<file path="src/aging_pr_pkg.sv">
`timescale 1ns / 1ps
// ----------------------------------------------------------------------------
// Aging page replacement package
// Field widths, reset values and the control types shared by the core,
// its interfaces and its remainder unit.
// ----------------------------------------------------------------------------
package aging_pr_pkg;

    // Widths of the request and result fields.
    localparam int PAGE_W  = 11;
    localparam int FRAME_W = 9;
    localparam int TIME_W  = 32;
    localparam int INTV_W  = 16;
    localparam int AGE_W   = 8;

    // Reset values of the aging byte and the aging interval.
    localparam logic [AGE_W-1:0]  AGE_FULL   = 8'hFF;
    localparam logic [INTV_W-1:0] INTV_RESET = 16'd100;

    // Start request for the remainder unit.
    typedef struct packed {
        logic              start;
        logic [TIME_W-1:0] dividend;
        logic [INTV_W-1:0] divisor;
    } t_rem_req;

    // Status returned by the remainder unit.
    typedef struct packed {
        logic busy;
        logic zero;
    } t_rem_sts;

endpackage

</file>
<file path="src/aging_pr_mod.sv">
`timescale 1ns / 1ps
// ----------------------------------------------------------------------------
// Aging page replacement remainder unit
// Restoring remainder of the time stamp by the aging interval, one
// dividend bit per cycle.
// ----------------------------------------------------------------------------
module aging_pr_mod (
    input  logic                   i_clk,
    input  logic                   i_rst_n,
    input  aging_pr_pkg::t_rem_req i_req,
    output aging_pr_pkg::t_rem_sts o_sts
);

    localparam int TW = aging_pr_pkg::TIME_W;
    localparam int IW = aging_pr_pkg::INTV_W;
    localparam int CW = $clog2(TW + 1);

    logic          r_busy;
    logic [CW-1:0] r_cnt;
    logic [TW-1:0] r_dvd;
    logic [IW-1:0] r_div;
    logic [IW-1:0] r_rem;
    logic [IW:0]   w_trial;
    logic [IW-1:0] n_rem;

    // One restoring step: bring in the next dividend bit and subtract if it fits.
    always_comb begin
        w_trial = {r_rem, r_dvd[TW-1]};
        if (w_trial >= {1'b0, r_div}) begin
            n_rem = IW'(w_trial - {1'b0, r_div});
        end else begin
            n_rem = IW'(w_trial);
        end
    end

    // Control of the step counter.
    always_ff @(posedge i_clk) begin
        if (!i_rst_n) begin
            r_busy <= 1'b0;
            r_cnt  <= '0;
        end else if (i_req.start) begin
            r_busy <= 1'b1;
            r_cnt  <= '0;
        end else if (r_busy) begin
            r_cnt <= r_cnt + 1'b1;
            if (r_cnt == CW'(TW - 1)) begin
                r_busy <= 1'b0;
            end
        end
    end

    // Datapath of the remainder.
    always_ff @(posedge i_clk) begin
        if (i_req.start) begin
            r_dvd <= i_req.dividend;
            r_div <= i_req.divisor;
            r_rem <= '0;
        end else if (r_busy) begin
            r_dvd <= {r_dvd[TW-2:0], 1'b0};
            r_rem <= n_rem;
        end
    end

    assign o_sts.busy = r_busy;
    assign o_sts.zero = (r_rem == '0);

endmodule

</file>
<file path="config.mk">
export PLATFORM = sky130hd
export DESIGN_NAME = aging_pr_mod
export DESIGN_NICKNAME = d
export VERILOG_FILES = /design/src/aging_pr_pkg.sv /design/src/aging_pr_mod.sv
export SDC_FILE = /design/constraint.sdc
export NUM_CORES = 1
export LEC_CHECK = 0
export ABC_AREA = 1
export CORE_UTILIZATION = 45
export CTS_CLUSTER_SIZE = 16
export DETAILED_ROUTE_END_ITERATION = 12
export DONT_BUFFER_PORTS = 1
export PLACE_DENSITY = 0.59
export RECOVER_POWER = 100
export SETUP_SLACK_MARGIN = 0.2
export SKIP_LAST_GASP = 1
export SYNTH_ARGS = -nofsm -noshare
export SYNTH_HDL_FRONTEND = slang
export SYNTH_SLANG_ARGS = --single-unit
</file>
<file path="constraint.sdc">
create_clock -name i_clk -period 2.9 [get_ports i_clk]
set_input_delay 0.145 -clock i_clk [delete_from_list [all_inputs] [get_ports i_clk]]
set_output_delay 0.145 -clock i_clk [all_outputs]
set_load 0.01 [all_outputs]
</file>
-- Word-level counts from Yosys, hierarchy flattened
Index checks and enable logic that the tools add are counted.
- register bits: 71
- bits in latches: 0
- memory bits (writable): 0
- ROM bits: 0
- bits of input ports: 51
- word-level logic and storage cells: 19
- memories kept: 0
- add/sub/neg operators: 2
- multipliers: 0
- divide/modulo/power cells: 0
- order comparisons: 1
- equality and inequality tests: 1
- shifts and indexed selects: 0
- multiplexer cells: 6
- bitwise operators: 1
- reductions and logical operators: 3
- operator list (operator ; number):
    $mux 32 ; 2
    $ge 17x16->1 ; 1
    $logic_not 16->1 ; 1
    $mux 16 ; 1
    $sub 16x16->16 ; 1
    $add 6x1->6 const B ; 1
    $eq 6x5->1 const B ; 1
    $mux 1 ; 3
    $reduce_bool 2->1 ; 1
    $reduce_or 2->1 ; 1
    $not 1->1 ; 1

-- Logic depth before layout (Yosys ltp)
Gate-level depths: netlist of run 1.
- word-level depth: 4
- gate-level depth with buffers: 14
- gate-level depth less buffers: 14

-- Worst setup path before layout of run 1
OpenSTA, ideal clock, no wires.
- path type: register to register
- start point: reg r_dvd[31]
- end point: reg r_rem[8]
- data arrival time: 1.747 ns
- path slack: 1.041 ns
- stages on the path, launching flop included: 12
- buffers on the path: 0
- period minus slack after synthesis: 1.859 ns
- cell sequence: edfxtp_1 inv_1 ha_1 inv_1 fa_1 nand3_1 nand3_1 a21oi_1 xor2_1 nand2_2 nand3_2 nand2_2
- word-level cells in the longest chain between the ends: 2
- elaborated cells between the ends (all ways): 3
- RTL lines (item ; line ; RTL):
    start, declared ; aging_pr_mod.sv:20 ; logic [TW-1:0] r_dvd;
    start signal, assigned ; aging_pr_mod.sv:55 ; r_dvd <= i_req.dividend;
    start signal, assigned ; aging_pr_mod.sv:59 ; r_dvd <= {r_dvd[TW-2:0], 1'b0};
    $sub 16x16->16 / $ge 17x16->1 (equally long branches) ; aging_pr_mod.sv:30, aging_pr_mod.sv:29 ;
    $mux 16 * ; aging_pr_mod.sv:29 ; if (w_trial >= {1'b0, r_div}) begin
    end signal, assigned ; aging_pr_mod.sv:60 ; r_rem <= n_rem;
    end, declared ; aging_pr_mod.sv:22 ; logic [IW-1:0] r_rem;
Every way passes the cells marked *; elsewhere a longest branch is shown, timed or not.
A chain may end at the register's enable or synchronous reset.

==> flow_summary.yaml, run 1 <==
run_status:
  status: "finished with violations"
  violations: "capacitance limit, slew limit"
clock_tree:
  tritoncts: "done"
  cts_buffers: 9
  cts.path.max_buffers: 2
  cts.clk_slew.worst_paths_ns: 0.08
  cts-htree-levels: 3
  cts_root_buf: "clkbuf_8"
  clock_latency_ns: 0.35
  cts_sinks: 71
  ctsResizeCount: 0
yosys:
  synth_compound_area_share_pct: 3.34
  ys.flop_type: "edfxtp_1"
  synthTopCellsByArea: "edfxtp_1 (34%), nand2_1 (18%), dfxtp_1 (11%)"
  synth-xor-area-share_pct: 1.45
  synth_top_area_cell: "edfxtp_1"
  synth_top_family_by_area: "simple AND/OR/NAND/NOR gates"
  synth_area_um2: 4230
  synthesis.nets: 594
  ys_warn_count: 0
  synth_edf_count: 48
  synthArstFlopShare_pct: 0
  synth-seq-area-share_pct: 45.0
  syn_avg_cell_area_um2: 8.06
  synth_fa_ha_area_share_pct: 5.50
  yosys.area_share.simple_pct: 35.6
  ys_ff_latch: 71
  yosysUniqueCellTypes: 39
  synthCells: 525
  synth_mux_area_share_pct: 0
  synth_top_area_share_pct: 34.1
worst_setup_path:
  worstSetupPathType: "reg2reg"
  worst-path-buf-inv: 3
  worst-path-max-fanout: 40
  cp_top_family: "buffers and inverters"
  crit_path_start_kind: "register"
  critPathArrivalTime_ns: 2.44
  slowest_stage: "clkbuf_2"
  critPathCaptureType: "register"
  r2r_slack_ns: 0.71
  slowest_delay_ns: 0.60
  worstPathRequired_ns: 3.15
  path_cells: "nor2_1 > clkbuf_1 > clkinv_1 > clkbuf_2 > o21ai_0"
detailed_routing:
  post_drt_wl_per_cell_um: 14.1
  antenna_left: 0
  vias_per_cell: 5.03
  totalWireLength_mm: 9.76
  drcViolationCount: 0
  drt_iter0_drc: 116
  drt-pass1-iter-count: 4
  num_vias: 3488
sta:
  hold_ws_ns: 0.0135
  fin_setup_tns_ns: 0
  setup_viol: 0
  max_freq_mhz: 456
  slew-limit-headroom_pct: -34.8
  final.setup_skew_ns: 0.0147
  worst_slew_pin_slew_ns: 2.02
  finalHoldViolCount: 0
  grt_setup_unrepaired: "false"
  post-route-period-util_pct: 75.6
  period_needed_ns: 2.19
  slew_viol_final: 41
power:
  comb_power_share_pct: 13.1
  internal_power_mw: 1.64
  p_sw_uw: 576
  p_sw_share_pct: 26.0
  power.leakage_nw: 2.33
  pwr-share-clk_pct: 33.5
  powerDensity_nw_per_um2: 450
  ir_drop_mv: 0.293
  seq_power_share_pct: 53.4
placement:
  io_buffers: 0
  place_area_um2: 4300
  dp_hpwl_mm: 6.32
  gp_congestion: 0.919
  placedCellCount: 627
layout:
  ff_latch_area_um2: 1900
  fillers: 862
  multi_input_area_um2: 1900
  area.growth.synth_to_final_pct: 16.7
  finalNetCount: 645
  final_cell_area_um2: 4930
  drive_above_1_share_pct: 9.29
  instances_no_fill: 693
  fin_util_pct: 53.9
flow_run:
  maxCapViolCount: 1
grt:
  grt_pass1_wl_mm: 16.1
  first_global_vias: 3452
  grt_overflow: 0
  gr-usage-all-layers_pct: 21.5
  grt_max_degree: 41
  antenna_found_initial: 1
floorplan:
  die-area_um2: 9790
  core_um2: 9150
  die_w_um: 98.9
  fp-row-count: 35
  die_y_um: 98.9
  start_util_pct: 46.2
  ios: 53
min_path:
  hp-class: "in2reg"
## worst reg2reg max path: cells and delay by family, from the launching register on
| family | cells | cell delay, ns |
|---|---|---|
| buffers and inverters | 3 | 1.18 |
| flip-flops | 1 | 0.40 |
| AO/OA/AOI/OAI | 1 | 0.40 |
| AND/OR/NAND/NOR | 1 | 0.13 |
## power by group through the flow
stage | combinational [mW] | sequential [mW] | clock (mW)
final | 0.292 | 1.18 | 0.742
after global routing | 0.326 | 1.19 | 0.803
after CTS | 0.295 | 1.18 | 0.760
after detailed placement | 0.227 | 1.21 | 0
after global placement | 0.227 | 1.20 | 0
after floorplan | 0.186 | 1.20 | 0
## sequential cells by signal (all words and copies together), names as in the netlist
register / flops
r_div: 16
r_cnt: 6
r_busy: 1
r_rem: 16
r_dvd: 32
## per-layer routing
metal	vias to the layer above	wire, um	global-route usage [%]
met5	-	0	0
met4	0	186	7.58
met3	16	401	5.25
met2	90	4940	38.7
met1	1604	4230	24.7
li1	1778	-	-
## repair_timing
| item | 4_1_cts | 5_1_grt |
|---|---|---|
| endpoints found under the setup margin | 0 | 0 |
| endpoints found under the hold margin | 62 | 0 |
| hold buffers | 49 | 0 |
| buffers inserted | 0 | 0 |
## metrics by stage
step	power [mW]	setup slack, ns
after detailed placement	1.43	0.839
after floorplan	1.38	1.04
after global placement	1.43	0.891
final	2.22	0.707
after global routing	2.32	0.434
after CTS	2.24	0.831
## area by class of cell
cell class,instances,share of cell area (%)
multi-input combinational,363,38.6
sequential,71,38.5
clock buffer,12,3.17
inverter,78,5.93
antenna,1,0.0507
tap,111,2.82
timing repair buffer,53,10.3
clock inverter,4,0.583
## cells in the mapped netlist, types with 2 or more instances
cell	instances
nand2_1	200
inv_1	74
edfxtp_1	48
nand3_1	36
dfxtp_1	23
ha_1	17
nand3_2	17
nor2_1	17
a21oi_1	11
nand4_1	11
nand2_2	10
clkbuf_1	8
nor3_1	5
xnor2_1	5
inv_2	4
nor2_4	4
o21ai_1	4
nor3b_1	3
o21ai_0	3
buf_6	2
nand2_8	2
nor2_2	2
o21ai_2	2
xor2_1	2
## logic make-up after synthesis
family	Yosys count
adders and majority gates	18
AOI/OAI and AO/OA	24
xor gates and xnor gates	7
DFF	71
and+or+nand+nor	314
buffers and inverters	91
## worst paths after layout
path                   from         to  cells after the start
setup / recovery     r_busy   r_rem[3]                      5
hold / removal    i_req[48]   r_dvd[8]                      2
setup reg to reg     r_busy   r_rem[3]                      5
hold reg to reg   r_rem[11]  r_rem[11]                      2
## placed cells by master, fill, tap and decap left out, drive strengths merged
| cell | Yosys | final |
|---|---|---|
| nand2 | 212 | 212 |
| inv | 78 | 77 |
| nand3 | 53 | 53 |
| dlygate4sd3 | 0 | 48 |
| edfxtp | 48 | 48 |
| nor2 | 24 | 24 |
| dfxtp | 23 | 23 |
| ha | 17 | 17 |
| clkbuf | 8 | 15 |
| a21oi | 12 | 12 |
| nand4 | 11 | 11 |
| o21ai | 9 | 9 |
| nor3 | 6 | 6 |
| xnor2 | 5 | 5 |
| nor3b | 3 | 3 |
| clkinv | 0 | 3 |
| xor2 | 2 | 2 |
| clkinvlp | 0 | 2 |
| buf | 5 | 2 |
| and2 | 2 | 2 |
| or2 | 2 | 2 |
| diode | 0 | 1 |
| nor4 | 1 | 1 |
| a21o | 1 | 1 |
| o211a | 1 | 1 |
| o21bai | 1 | 1 |
| fa | 1 | 1 |
(Power assumes the default switching activity.)
==> run 2: changes to the inputs <==
--- a/config.mk
+++ b/config.mk
@@ -5,12 +5,12 @@
 export SDC_FILE = /design/constraint.sdc
 export NUM_CORES = 1
 export LEC_CHECK = 0
-export ABC_AREA = 1
+export ABC_AREA = 0
 export CORE_UTILIZATION = 45
 export CTS_CLUSTER_SIZE = 16
 export DETAILED_ROUTE_END_ITERATION = 12
 export DONT_BUFFER_PORTS = 1
-export PLACE_DENSITY = 0.59
+export PLACE_DENSITY = 0.61
 export RECOVER_POWER = 100
 export SETUP_SLACK_MARGIN = 0.2
 export SKIP_LAST_GASP = 1
==> constraint.sdc (replaced) <==
create_clock -name i_clk -period 2 [get_ports i_clk]
set_input_delay 0.1 -clock i_clk [delete_from_list [all_inputs] [get_ports i_clk]]
set_output_delay 0.1 -clock i_clk [all_outputs]
set_load 0.01 [all_outputs]
==> run 2 against run 1 <==
Against the previous run:
- the flow finishes with violations (DRC, hold timing, setup timing)
- cell count fell by 9.4%
- fmax decreased by 11%
- non-clock buffer count rose by 121
- clock power is 82% higher
- hold slack worse by 0.20 ns
- count of clock-buffer cells in the layout shrank 3
- global-route usage rose by 2.2 points
- core utilization grew 18 points
==> flow_summary.yaml, run 2 <==
layout:
  top_register: "r_dvd"
  top_regs: "r_dvd (32), r_div (16), r_rem (16)"
  fin_util_pct: 71.9
  largest_reg_flops: 32
  drive_above_1_share_pct: 35.4
  area.growth.synth_to_final_pct: 53.3
  final_common_cell: "dlygate4sd3_1"
  finalNetCount: 587
  final_cell_mix: "dlygate4sd3_1 (84), buf_4 (80), edfxtp_1 (48)"
  antennaDiodeCount: 0
yosys:
  synth_common_cells: "edfxtp_1 (48), mux2_2 (31), nor2_1 (29)"
  synth_area_um2: 3890
  synthCells: 354
  synth_edf_count: 48
  synthTopCellsByArea: "edfxtp_1 (37%), dfxtp_1 (12%), mux2_2 (9.0%)"
  ys_warn_count: 0
  syn_avg_cell_area_um2: 11.0
  synthArstFlopShare_pct: 0
  synth-seq-area-share_pct: 48.8
  synth_top_area_share_pct: 37.0
  ys.flop_type: "edfxtp_1"
  yosysUniqueCellTypes: 56
  synthesis.nets: 423
  yosysMostFrequentCell: "edfxtp_1"
  ys_ff_latch: 71
  synth_top_area_cell: "edfxtp_1"
run_status:
  violations: "DRC, hold timing, setup timing"
  status: "finished with violations"
grt:
  gr-usage-all-layers_pct: 23.7
  grt_pass1_wl_mm: 15.9
  antenna_found_initial: 0
  grt_max_degree: 72
  grt_overflow: 0
  first_global_vias: 3268
sta:
  finalHoldViolCount: 28
  max_freq_mhz: 407
  setup_ws_ns: -0.454
  period_needed_ns: 2.45
  post-route-period-util_pct: 123
  final.setup_skew_ns: 0.0154
  grt_setup_unrepaired: "true"
  setup_viol: 16
  hold_ws_ns: -0.185
  slew_viol_final: 0
  slew-limit-headroom_pct: 48.8
  worst_slew_pin_slew_ns: 0.768
  fin_setup_tns_ns: -5.26
clock_tree:
  clock_latency_ns: 0.36
  tritoncts: "done"
  cts.path.max_buffers: 2
  cts_buffers: 9
  cts_root_buf: "clkbuf_8"
  cts-htree-levels: 3
  cts.clk_slew.worst_paths_ns: 0.09
  hold_buffers: 84
  cts_sinks: 71
detailed_routing:
  post_drt_wl_per_cell_um: 17.1
  drt-pass1-iter-count: 9
  totalWireLength_mm: 10.7
  drcViolationCount: 1
  drt_iter0_drc: 177
  vias_per_cell: 5.44
  antenna_left: 0
  num_vias: 3416
power:
  ir_drop_mv: 0.444
  powerDensity_nw_per_um2: 732
  power.leakage_nw: 2.39
  p_total_mw: 4.37
floorplan:
  core_um2: 8300
  die_w_um: 95.0
  die-area_um2: 9030
  die_y_um: 95.0
  start_util_pct: 46.9
  fp-row-count: 33
  ios: 53
worst_setup_path:
  worstPathRequired_ns: 2.23
  worst-path-max-fanout: 4
  critPathArrivalTime_ns: 2.68
  critPathCaptureType: "register"
  crit_path_start_kind: "register"
  slowest_stage: "edfxtp_1"
  slowest_delay_ns: 0.40
  cpMostUsedCell: "buf_4"
  r2r_slack_ns: -0.45
  path_cells: "inv_1 > ha_2 > inv_2 > fa_2 > a21o_2 > a221o_1 > buf_4 > buf_4 > xor2_1 > mux2i_1 > a211oi_1"
  worstSetupPathType: "reg2reg"
placement:
  io_buffers: 0
  dp_slack_ns: -0.393
  gp_congestion: 0.900
  dp_hpwl_mm: 5.96
min_path:
  hp-class: "in2reg"
flow_run:
  maxCapViolCount: 0
[run 2: where the power goes]
part / switching, mW / internal (mW)
clock network: 0.632 / 0.718
logic: 0.547 / 0.706
registers: 0.0583 / 1.71
total: 1.24 / 3.13
[run 2: cells by family (layout without fill, tap and decap cells)]
| group | count (synthesis) | after routing | share of synthesized area [%] |
|---|---|---|---|
| compound gates | 73 | 73 | 13.7 |
| flops | 71 | 71 | 48.8 |
| mux | 41 | 41 | 11.5 |
| fa+ha+maj | 18 | 18 | 5.97 |
| simple gates | 94 | 94 | 12.0 |
| xor+xnor | 14 | 14 | 3.15 |
| buf+inv | 43 | 212 | 4.75 |
[run 2: per-stage QoR]
stage                     std cells  instance area [um2]
after floorplan                 354                 3950
after global routing            628                 5970
after global placement          504                 4470
after detailed placement        504                 4470
final                           628                 5970
after CTS                       608                 5590
[run 2: layout make-up]
class	instances	area (um2)
well taps	105	131
flip-flops and latches	71	1900
fillers	570	2330
clock inverters	7	103
clock buffers	9	124
inverters	22	82.6
repair buffers	174	1560
multi-input cells	240	2070
[run 2: worst paths after layout]
path,from,end,depth (start not counted)
worst max register to register,r_dvd[31],r_rem[6],11
worst min-delay path,i_req[48],r_rem[14],1
worst max-delay path,r_dvd[31],r_rem[6],11
worst min register to register,r_cnt[1],r_cnt[1],2
[run 2: metal layers]
metal  share of wire, %  vias up  global-route usage, %  routed length (um)
met5                  0        -                      0                   0
met4                2.6        0                   8.46                 284
met3                5.1       24                   4.70                 550
met2                 50      101                   40.3                5390
met1                 42     1648                   29.7                4510
li1                   -     1643                      -                   -
[run 2: critical path, delay by kind of cell (launching register included)]
kind	cells	cell delay [ns]
buffers and inverters	4	0.40
adder cells (fa/ha/maj)	2	0.53
flip-flops	1	0.40
XOR/XNOR	1	0.14
multiplexers	1	0.18
AO/OA/AOI/OAI	3	0.68
[run 2: what timing repair did]
item                                   4_1_cts  5_1_grt
pin swaps                                    6       16
setup endpoints to repair                   16       18
resized for setup                            7       50
endpoints found under the hold margin       80       27
setup buffers                                4       20
